==> config.mk <==
export PLATFORM = sky130hd
export DESIGN_NAME = filtered_threshold_fault_monitor
export DESIGN_NICKNAME = d
export VERILOG_FILES = /design/src/rtl/ftfm_pkg.sv /design/src/rtl/filtered_threshold_fault_monitor.sv
export SDC_FILE = /design/constraint.sdc
export NUM_CORES = 1
export LEC_CHECK = 0
export BUFFER_PORTS_ARGS = -buffer_cell sky130_fd_sc_hd__clkbuf_2
export CAP_MARGIN = 0
export CORE_MARGIN = 3
export CORE_UTILIZATION = 40
export DETAILED_ROUTE_END_ITERATION = 8
export PLACE_DENSITY_LB_ADDON = 0.05
export RECOVER_POWER = 25
export SETUP_SLACK_MARGIN = 0.4
export SYNTH_ARGS = -nofsm -noshare
export SYNTH_HDL_FRONTEND = slang
export SYNTH_SLANG_ARGS = --single-unit
==> constraint.sdc <==
create_clock -name clk -period 9.7 [get_ports clk]
set_input_delay 0 -clock clk [delete_from_list [all_inputs] [get_ports clk]]
set_output_delay 0 -clock clk [all_outputs]
set_load 0.01 [all_outputs]
==> src/rtl/ftfm_pkg.sv <==
package ftfm_pkg;

  // Default width of the monitored sample and the reference.
  localparam int unsigned VALUE_WIDTH_DEF = 16;

  // Configuration register file: eight 32-bit registers at byte offsets 4*i.
  localparam int unsigned CFG_ADDR_W = 5;
  localparam int unsigned CFG_DATA_W = 32;
  localparam int unsigned REG_IDX_W  = 3;

  localparam logic [REG_IDX_W-1:0] REG_CHECK_ENABLE  = 3'd0;
  localparam logic [REG_IDX_W-1:0] REG_COMPARE_MODE  = 3'd1;
  localparam logic [REG_IDX_W-1:0] REG_SOURCE_MASK   = 3'd2;
  localparam logic [REG_IDX_W-1:0] REG_TRIP_THRESH   = 3'd3;
  localparam logic [REG_IDX_W-1:0] REG_CLEAR_THRESH  = 3'd4;
  localparam logic [REG_IDX_W-1:0] REG_TRIP_LIMIT    = 3'd5;
  localparam logic [REG_IDX_W-1:0] REG_RELEASE_LIMIT = 3'd6;
  localparam logic [REG_IDX_W-1:0] REG_FAULT_CLASS   = 3'd7;

  // Threshold and counter register width.
  localparam int unsigned LEVEL_W = 16;
  localparam logic [LEVEL_W-1:0] COUNT_MAX = '1;

  // compare_mode layout.
  localparam int unsigned MODE_W      = 4;
  localparam int unsigned MODE_DYN_BIT = 3;
  localparam int unsigned REL_W       = 3;

  localparam logic [REL_W-1:0] REL_ABOVE   = 3'd0;
  localparam logic [REL_W-1:0] REL_BELOW   = 3'd1;
  localparam logic [REL_W-1:0] REL_BOOL    = 3'd2;
  localparam logic [REL_W-1:0] REL_EQ      = 3'd3;
  localparam logic [REL_W-1:0] REL_NE      = 3'd4;
  localparam logic [REL_W-1:0] REL_OUTSIDE = 3'd5;
  localparam logic [REL_W-1:0] REL_INSIDE  = 3'd6;

  // fault_class bit positions.
  localparam int unsigned CLASS_W  = 5;
  localparam int unsigned CLS_CATA = 0;
  localparam int unsigned CLS_CRIT = 1;
  localparam int unsigned CLS_WARN = 2;
  localparam int unsigned CLS_NOTE = 3;
  localparam int unsigned CLS_USER = 4;

  // Result word, condition_active in bit 0 up to mode_error in bit 11.
  typedef struct packed {
    logic mode_error;
    logic restart_request;
    logic override_flag;
    logic global_notify_flag;
    logic global_warning_flag;
    logic global_fault_flag;
    logic user_release_pulse;
    logic user_trip_pulse;
    logic release_event;
    logic trip_event;
    logic fault_latched;
    logic condition_active;
  } result_t;

  localparam int unsigned RESULT_W = $bits(result_t);
  localparam int unsigned M_TDATA_W = ((RESULT_W + 7) / 8) * 8;

endpackage

==> src/rtl/filtered_threshold_fault_monitor.sv <==
// Threshold fault monitor with hysteresis and a debounce counter. Each input word
// carries one sample (bits VALUE_WIDTH-1:0) and one reference (next VALUE_WIDTH bits);
// each accepted word yields exactly one result word of twelve status bits. The
// sample is masked, optionally replaced by |sample - reference|, compared against
// the programmed relation, and the raw condition drives a saturating 16-bit filter
// counter that trips and releases the latched fault and the global class flags.
// Throughput is one word per clock: the compare, the counter update and the flag
// update all settle in the single cycle that accepts the word, and the result sits
// in one output register that is refilled in the same cycle it is taken, so the
// input stalls only while that register is full and not taken. m_tvalid rises in
// the cycle after acceptance. Registers are written over the APB port only while
// no word is in flight: the user must keep to this, the block does not enforce it.
module filtered_threshold_fault_monitor
  import ftfm_pkg::*;
#(
  parameter int unsigned VALUE_WIDTH = VALUE_WIDTH_DEF
) (
  input  logic                                   clk,
  input  logic                                   rst,
  // APB configuration port
  input  logic                                   psel,
  input  logic                                   penable,
  input  logic                                   pwrite,
  input  logic [CFG_ADDR_W-1:0]                  paddr,
  input  logic [CFG_DATA_W-1:0]                  pwdata,
  output logic [CFG_DATA_W-1:0]                  prdata,
  output logic                                   pready,
  // sample stream
  input  logic                                   s_tvalid,
  output logic                                   s_tready,
  // s_tdata, low bit up: sample_value, reference_value, zero pad
  input  logic [((2*VALUE_WIDTH+7)/8)*8-1:0]     s_tdata,
  // result stream
  output logic                                   m_tvalid,
  input  logic                                   m_tready,
  // m_tdata, low bit up: condition_active, fault_latched, trip_event, release_event,
  // user_trip_pulse, user_release_pulse, global_fault_flag, global_warning_flag,
  // global_notify_flag, override_flag, restart_request, mode_error, zero pad
  output logic [M_TDATA_W-1:0]                   m_tdata
);

  // Compare width: wide enough for both the sample and the 16-bit levels.
  localparam int unsigned CMP_W = (VALUE_WIDTH > LEVEL_W) ? VALUE_WIDTH : LEVEL_W;

  // configuration registers
  logic                 check_enable;
  logic [MODE_W-1:0]    compare_mode;
  logic [LEVEL_W-1:0]   source_mask;
  logic [LEVEL_W-1:0]   trip_thresh;
  logic [LEVEL_W-1:0]   clear_thresh;
  logic [LEVEL_W-1:0]   trip_count_limit;
  logic [LEVEL_W-1:0]   release_count_limit;
  logic [CLASS_W-1:0]   fault_class;

  // monitor state
  logic                 active_flag, active_flag_next;
  logic                 latched_flag, latched_flag_next;
  logic [LEVEL_W-1:0]   filter_count, filter_count_next;
  logic                 sys_fault, sys_fault_next;
  logic                 sys_warning, sys_warning_next;
  logic                 sys_notify, sys_notify_next;
  logic                 override_bit, override_bit_next;
  logic                 restart_bit, restart_bit_next;

  // output register
  logic                 out_valid;
  result_t              out_word;
  result_t              res;

  logic                 in_accept;
  logic                 cfg_write;
  logic [REG_IDX_W-1:0] reg_idx;

  logic [VALUE_WIDTH-1:0] sample_value;
  logic [VALUE_WIDTH-1:0] reference_value;
  logic [VALUE_WIDTH-1:0] masked;
  logic [VALUE_WIDTH-1:0] value;
  logic [CMP_W-1:0]       v;
  logic [CMP_W-1:0]       hi;
  logic [CMP_W-1:0]       lo;
  logic                   merr;
  logic [LEVEL_W-1:0]     count_inc;
  logic                   trip, rel;
  logic [CLASS_W-1:0]     code;

  assign pready    = 1'b1;
  assign reg_idx   = paddr[REG_IDX_W+1:2];
  assign cfg_write = psel & penable & pwrite & pready;

  always_ff @(posedge clk) begin
    if (rst) begin
      check_enable        <= 1'b1;
      compare_mode        <= '0;
      source_mask         <= '1;
      trip_thresh         <= '0;
      clear_thresh        <= '0;
      trip_count_limit    <= '0;
      release_count_limit <= '0;
      fault_class         <= '0;
    end else if (cfg_write) begin
      case (reg_idx)
        REG_CHECK_ENABLE:  check_enable        <= pwdata[0];
        REG_COMPARE_MODE:  compare_mode        <= pwdata[MODE_W-1:0];
        REG_SOURCE_MASK:   source_mask         <= pwdata[LEVEL_W-1:0];
        REG_TRIP_THRESH:   trip_thresh         <= pwdata[LEVEL_W-1:0];
        REG_CLEAR_THRESH:  clear_thresh        <= pwdata[LEVEL_W-1:0];
        REG_TRIP_LIMIT:    trip_count_limit    <= pwdata[LEVEL_W-1:0];
        REG_RELEASE_LIMIT: release_count_limit <= pwdata[LEVEL_W-1:0];
        REG_FAULT_CLASS:   fault_class         <= pwdata[CLASS_W-1:0];
        default: ;
      endcase
    end
  end

  always_comb begin
    case (reg_idx)
      REG_CHECK_ENABLE:  prdata = CFG_DATA_W'(check_enable);
      REG_COMPARE_MODE:  prdata = CFG_DATA_W'(compare_mode);
      REG_SOURCE_MASK:   prdata = CFG_DATA_W'(source_mask);
      REG_TRIP_THRESH:   prdata = CFG_DATA_W'(trip_thresh);
      REG_CLEAR_THRESH:  prdata = CFG_DATA_W'(clear_thresh);
      REG_TRIP_LIMIT:    prdata = CFG_DATA_W'(trip_count_limit);
      REG_RELEASE_LIMIT: prdata = CFG_DATA_W'(release_count_limit);
      REG_FAULT_CLASS:   prdata = CFG_DATA_W'(fault_class);
      default:           prdata = '0;
    endcase
  end

  // Refill the output register in the same cycle it is drained.
  assign s_tready  = ~out_valid | m_tready;
  assign in_accept = s_tvalid & s_tready;

  assign sample_value    = s_tdata[VALUE_WIDTH-1:0];
  assign reference_value = s_tdata[2*VALUE_WIDTH-1:VALUE_WIDTH];

  // mask, then optional absolute difference
  always_comb begin
    masked = sample_value & VALUE_WIDTH'({{CMP_W{1'b0}}, source_mask});
    if (compare_mode[MODE_DYN_BIT]) begin
      value = (masked >= reference_value) ? masked - reference_value
                                          : reference_value - masked;
    end else begin
      value = masked;
    end
    v  = CMP_W'(value);
    hi = CMP_W'(trip_thresh);
    lo = CMP_W'(clear_thresh);
  end

  // relation
  always_comb begin
    active_flag_next = active_flag;
    merr             = 1'b0;
    case (compare_mode[REL_W-1:0])
      REL_ABOVE: begin
        if (v > hi) active_flag_next = 1'b1;
        else if (v < lo) active_flag_next = 1'b0;
      end
      REL_BELOW: begin
        if (v < hi) active_flag_next = 1'b1;
        else if (v > lo) active_flag_next = 1'b0;
      end
      REL_BOOL:    active_flag_next = ((v != '0) == (hi != '0));
      REL_EQ:      active_flag_next = (v == hi);
      REL_NE:      active_flag_next = (v != hi);
      REL_OUTSIDE: active_flag_next = (v > hi) || (v < lo);
      REL_INSIDE:  active_flag_next = (lo < v) && (v < hi);
      default:     merr = 1'b1;
    endcase
    if (!check_enable) begin
      active_flag_next = active_flag;
      merr             = 1'b0;
    end
  end

  // debounce filter and class flags
  always_comb begin
    count_inc         = (filter_count == COUNT_MAX) ? filter_count
                                                    : filter_count + LEVEL_W'(1);
    filter_count_next = filter_count;
    latched_flag_next = latched_flag;
    trip              = 1'b0;
    rel               = 1'b0;
    code              = '0;
    if (check_enable) begin
      if (!latched_flag) begin
        if (active_flag_next) begin
          filter_count_next = count_inc;
          if (count_inc >= trip_count_limit) begin
            latched_flag_next = 1'b1;
            trip              = 1'b1;
          end
        end else begin
          filter_count_next = '0;
        end
      end else begin
        if (!active_flag_next) begin
          filter_count_next = count_inc;
          if (count_inc >= release_count_limit) begin
            latched_flag_next = 1'b0;
            rel               = 1'b1;
          end
        end else begin
          filter_count_next = '0;
        end
      end
      if (latched_flag_next) code = fault_class;
    end

    // set on trip, then drop every flag whose class is not held; restart_request stays set
    sys_fault_next      = (sys_fault | (trip & (fault_class[CLS_CATA] |
                           fault_class[CLS_CRIT]))) & code[CLS_CRIT];
    override_bit_next   = (override_bit | (trip & (fault_class[CLS_CATA] |
                           fault_class[CLS_CRIT]))) & code[CLS_CRIT];
    sys_warning_next    = (sys_warning | (trip & ~fault_class[CLS_CATA] &
                           fault_class[CLS_WARN])) & code[CLS_WARN];
    sys_notify_next     = (sys_notify | (trip & ~fault_class[CLS_CATA] &
                           fault_class[CLS_NOTE])) & code[CLS_NOTE];
    restart_bit_next    = restart_bit | (trip & fault_class[CLS_CATA]);
  end

  always_comb begin
    res.condition_active    = active_flag_next;
    res.fault_latched       = latched_flag_next;
    res.trip_event          = trip;
    res.release_event       = rel;
    res.user_trip_pulse     = trip & fault_class[CLS_USER] & ~fault_class[CLS_CATA];
    res.user_release_pulse  = rel & fault_class[CLS_USER];
    res.global_fault_flag   = sys_fault_next;
    res.global_warning_flag = sys_warning_next;
    res.global_notify_flag  = sys_notify_next;
    res.override_flag       = override_bit_next;
    res.restart_request     = restart_bit_next;
    res.mode_error          = merr;
  end

  always_ff @(posedge clk) begin
    if (rst) begin
      active_flag    <= 1'b0;
      latched_flag   <= 1'b0;
      filter_count   <= '0;
      sys_fault      <= 1'b1;
      sys_warning    <= 1'b1;
      sys_notify     <= 1'b1;
      override_bit   <= 1'b0;
      restart_bit    <= 1'b0;
    end else if (in_accept) begin
      active_flag    <= active_flag_next;
      latched_flag   <= latched_flag_next;
      filter_count   <= filter_count_next;
      sys_fault      <= sys_fault_next;
      sys_warning    <= sys_warning_next;
      sys_notify     <= sys_notify_next;
      override_bit   <= override_bit_next;
      restart_bit    <= restart_bit_next;
    end
  end

  always_ff @(posedge clk) begin
    if (rst) begin
      out_valid <= 1'b0;
    end else if (in_accept) begin
      out_valid <= 1'b1;
    end else if (m_tready) begin
      out_valid <= 1'b0;
    end
  end

  always_ff @(posedge clk) begin
    if (in_accept) begin
      out_word <= res;
    end
  end

  assign m_tvalid = out_valid;
  assign m_tdata  = M_TDATA_W'(out_word);

endmodule

==> metrics.md <==
| Metric | Value |
|---|---|
| Final core utilization | `46.3%` |
| #FFs+latches synth | `126` |
| Nets@finish | `1471` |
| Detail Route Antenna Nets | `0` |
| Per-cell routed wire length | `18.0 um` |
| Initial antenna violation count | `0` |
| Yosys top cell area share | `23.7%` |
| Cells after Synth | `1234` |
| Vias | `8903` |
| Setup violators final | `0` |
| Fmax achieved | `141 MHz` |
| EDFF count, synth | `12` |
| Ys async rst share | `0%` |
| Total congestion overflow | `0` |
| WP data arrival | `7450 ps` |
| Pwr/cell area | `132 nW/um^2` |
| Die width | `161 um` |
| CTS resizes | `0` |
| Largest net degree at the start of global routing | `82` |
| Core area | `23500 sq um` |
| Layout cell share with drive strength beyond 1 | `11.6%` |
| Final TNS setup | `0 ps` |
| HPWL Detailed | `22.6 mm` |
| CTS H-tree lvls | `4` |
| RSZ-0062 raised after global routing | `no` |
| Postcts setup bufs | `0` |
| P_leak | `4.47 nW` |
| Startpoint Class | `flip-flop` |
| Worst vdd ir | `102 uV` |
| GP Congestion | `0.915` |
| Netlist cell types | `90` |
| Hold_ws | `178 ps` |
| Synth top area cells | `dfxtp_1 (24%), ha_1 (12%), nand2_1 (8.5%), a21oi_1 (6.4%), inv_1 (4.2%)` |
| Fin. Hold Viols | `0` |
| Max_cap viols | `1` |
| Most common cell in the netlist | `nand2_1` |
| Slew Viols, Final | `82` |
| Die H | `161 um` |
| Boundary Pins | `127` |
| Worst slew pin tran | `3910 ps` |
| ANT cells | `0` |
| Reg2Reg Setup Slack | `2610 ps` |
| Final wirelength | `29.5 mm` |
| Worst skew pair latency | `430 ps` |
| Synth top cells by count | `nand2_1 (217), a21oi_1 (124), dfxtp_1 (114), inv_1 (108), ha_1 (91)` |
| Clock buffer depth | `2` |
| Number of fill cells | `2449` |
| Synthesized area per cell | `7.81 sq um` |
| Port bufs | `87` |
| Tcrit/Tclk final | `73.1%` |
| Setup CP Type | `reg2reg` |
| Status | `finished, violations left` |
| Worst-path clk slew | `60 ps` |
| Via/cell ratio | `5.45` |
| Critical path required time | `10060 ps` |
| Failing checks | `max-capacitance violations, max-slew violations` |
| Setup crit end kind | `flip-flop` |
| Drt first pass iters | `6` |
| Post-synth top flop | `dfxtp_1` |
| Critical Path Fanout Max | `14` |
| Global-route wire length before repair | `46.4 mm` |
| Hold Path Class | `in2reg` |
| Initial drt markers | `595` |
| Relative slew slack | `-160%` |
| CTS tree | `done` |
| Clk root buf | `clkbuf_16` |
| Part of the Yosys area used for sequential elements | `27.4%` |
| Number of global-route vias before repair | `8349` |
| CTS buffer count | `17` |
| Synth warnings | `0` |
| Post-CTS Hold Fix Bufs | `18` |
| Tmin final | `7090 ps` |
| Design Area, Final | `10900 sq um` |
| Cell Area, Synth | `9640 sq um` |
| Rows | `56` |
| CTS Sinks | `126` |
| Die area | `26000 sq um` |
| Drt drc | `0` |
| Placed cell area | `10200 sq um` |
| Area leader, netlist | `dfxtp_1` |
| Fin Clk Skew | `9.90 ps` |
| Total GRT Usage | `22.5%` |
| Initial core utilization | `40.9%` |
| Layout area overhead | `13.0%` |
[flip-flops by register name (all words and copies together), names as in the netlist, 4 cells and up]
signal and flops:
release_count_limit 16, source_mask 16, m_tdata 12, fault_class 5
trip_count_limit 16, compare_mode 4, hi 16, clear_thresh 16
filter_count 16
[cells by family (layout without fill, tap and decap cells)]
kind of cell    Yosys count  in the layout  share of synthesized area (%)
mux                      54             54                           6.02
simple gates            414            414                           20.2
other cells               2             21                         0.0779
buf+inv                 193            256                           8.74
fa+ha+maj                93             93                           12.1
compound gates          332            332                           23.3
flops                   126            126                           27.4
xor+xnor                 20             20                           2.09
[layer usage]
metal / up-vias / part of all wire [%] / wire length (um) / track usage (%)
met4: 0 / 0.93 / 273 / 4.34
met1: 4151 / 50 / 14700 / 33.6
met2: 266 / 44 / 13000 / 34.7
li1: 4464 / - / - / -
met3: 22 / 5.2 / 1520 / 3.18
met5: - / 0 / 0 / 0
[layout make-up]
type                    instances  area (sq um)  area share (%)
inverters                     110           413            3.79
multi-input cells             934          6230            57.2
well taps                     319           399            3.66
repair buffers                114           661            6.07
flip-flops and latches        126          2640            24.3
clock buffers                  17           425            3.91
clock inverters                15           125            1.15
[per-stage QoR]
step                      power (mW)  instances  worst slack [ps]
final                           1.44       1635              2610
after global routing            1.50       1635              2150
after CTS                       1.44       1635              2700
after detailed placement       0.840       1585              2810
after global placement         0.839       1585              2850
after floorplan                0.761       1253              4210
[layout by cell type (no fill, tap or decap), types with 7 or more instances in the layout]
master and instances:
mux2_2 12, a21oi_1 124, o21ai_0 36, and2_1 7, nor2_1 54, nor2b_1 8
clkbuf_1 16, nand4_1 14, a22o_1 20, and3_1 10, mux2i_1 40, nor3_1 16
o211ai_1 9, dfxtp_1 114, a21o_1 36, clkbuf_2 72, nand2_1 217, xnor2_1 12
edfxtp_1 12, inv_1 108, a22oi_1 9, nand3_1 22, buf_4 8, a31oi_1 11
dlygate4sd3_1 18, clkbuf_16 17, o21a_1 10, or3_1 11, nand2b_1 14, a221oi_1 11
ha_1 91, conb_1 21
[path summary, 6_finish.rpt]
path                                       start                                  end  cells after the start
min reg2reg  release_count_limit[3]$_SDFFE_PP0P_  release_count_limit[3]$_SDFFE_PP0P_                      2
max reg2reg          source_mask[1]$_SDFFE_PP1P_        filter_count[14]$_SDFFE_PP0P_                     22
max                  source_mask[1]$_SDFFE_PP1P_        filter_count[14]$_SDFFE_PP0P_                     22
min                                     m_tready             active_flag$_SDFFE_PP0P_                      5
[power breakdown]
part / switching [mW] / internal [mW] / total, mW
registers: 0.00842 / 0.537 / 0.545
clock network: 0.253 / 0.349 / 0.602
logic: 0.182 / 0.111 / 0.293
[critical path: stages, from the launching register on]
cell and delay [ps]:
dfxtp_1 440, nand2_1 140, ha_1 340, ha_1 230, a21oi_1 150, a211oi_2 120
o31ai_2 820, a221oi_1 260, or3_1 360, a31oi_1 420, inv_1 90, ha_1 210
a221oi_1 400, or4b_1 480, a31oi_1 290, o21a_1 260, nor3b_1 80, a2111oi_0 440
o2111a_1 310, a31oi_4 190, xnor2_2 200, nor2_2 550, a22o_1 220
Power figures use the tool's default switching activity.
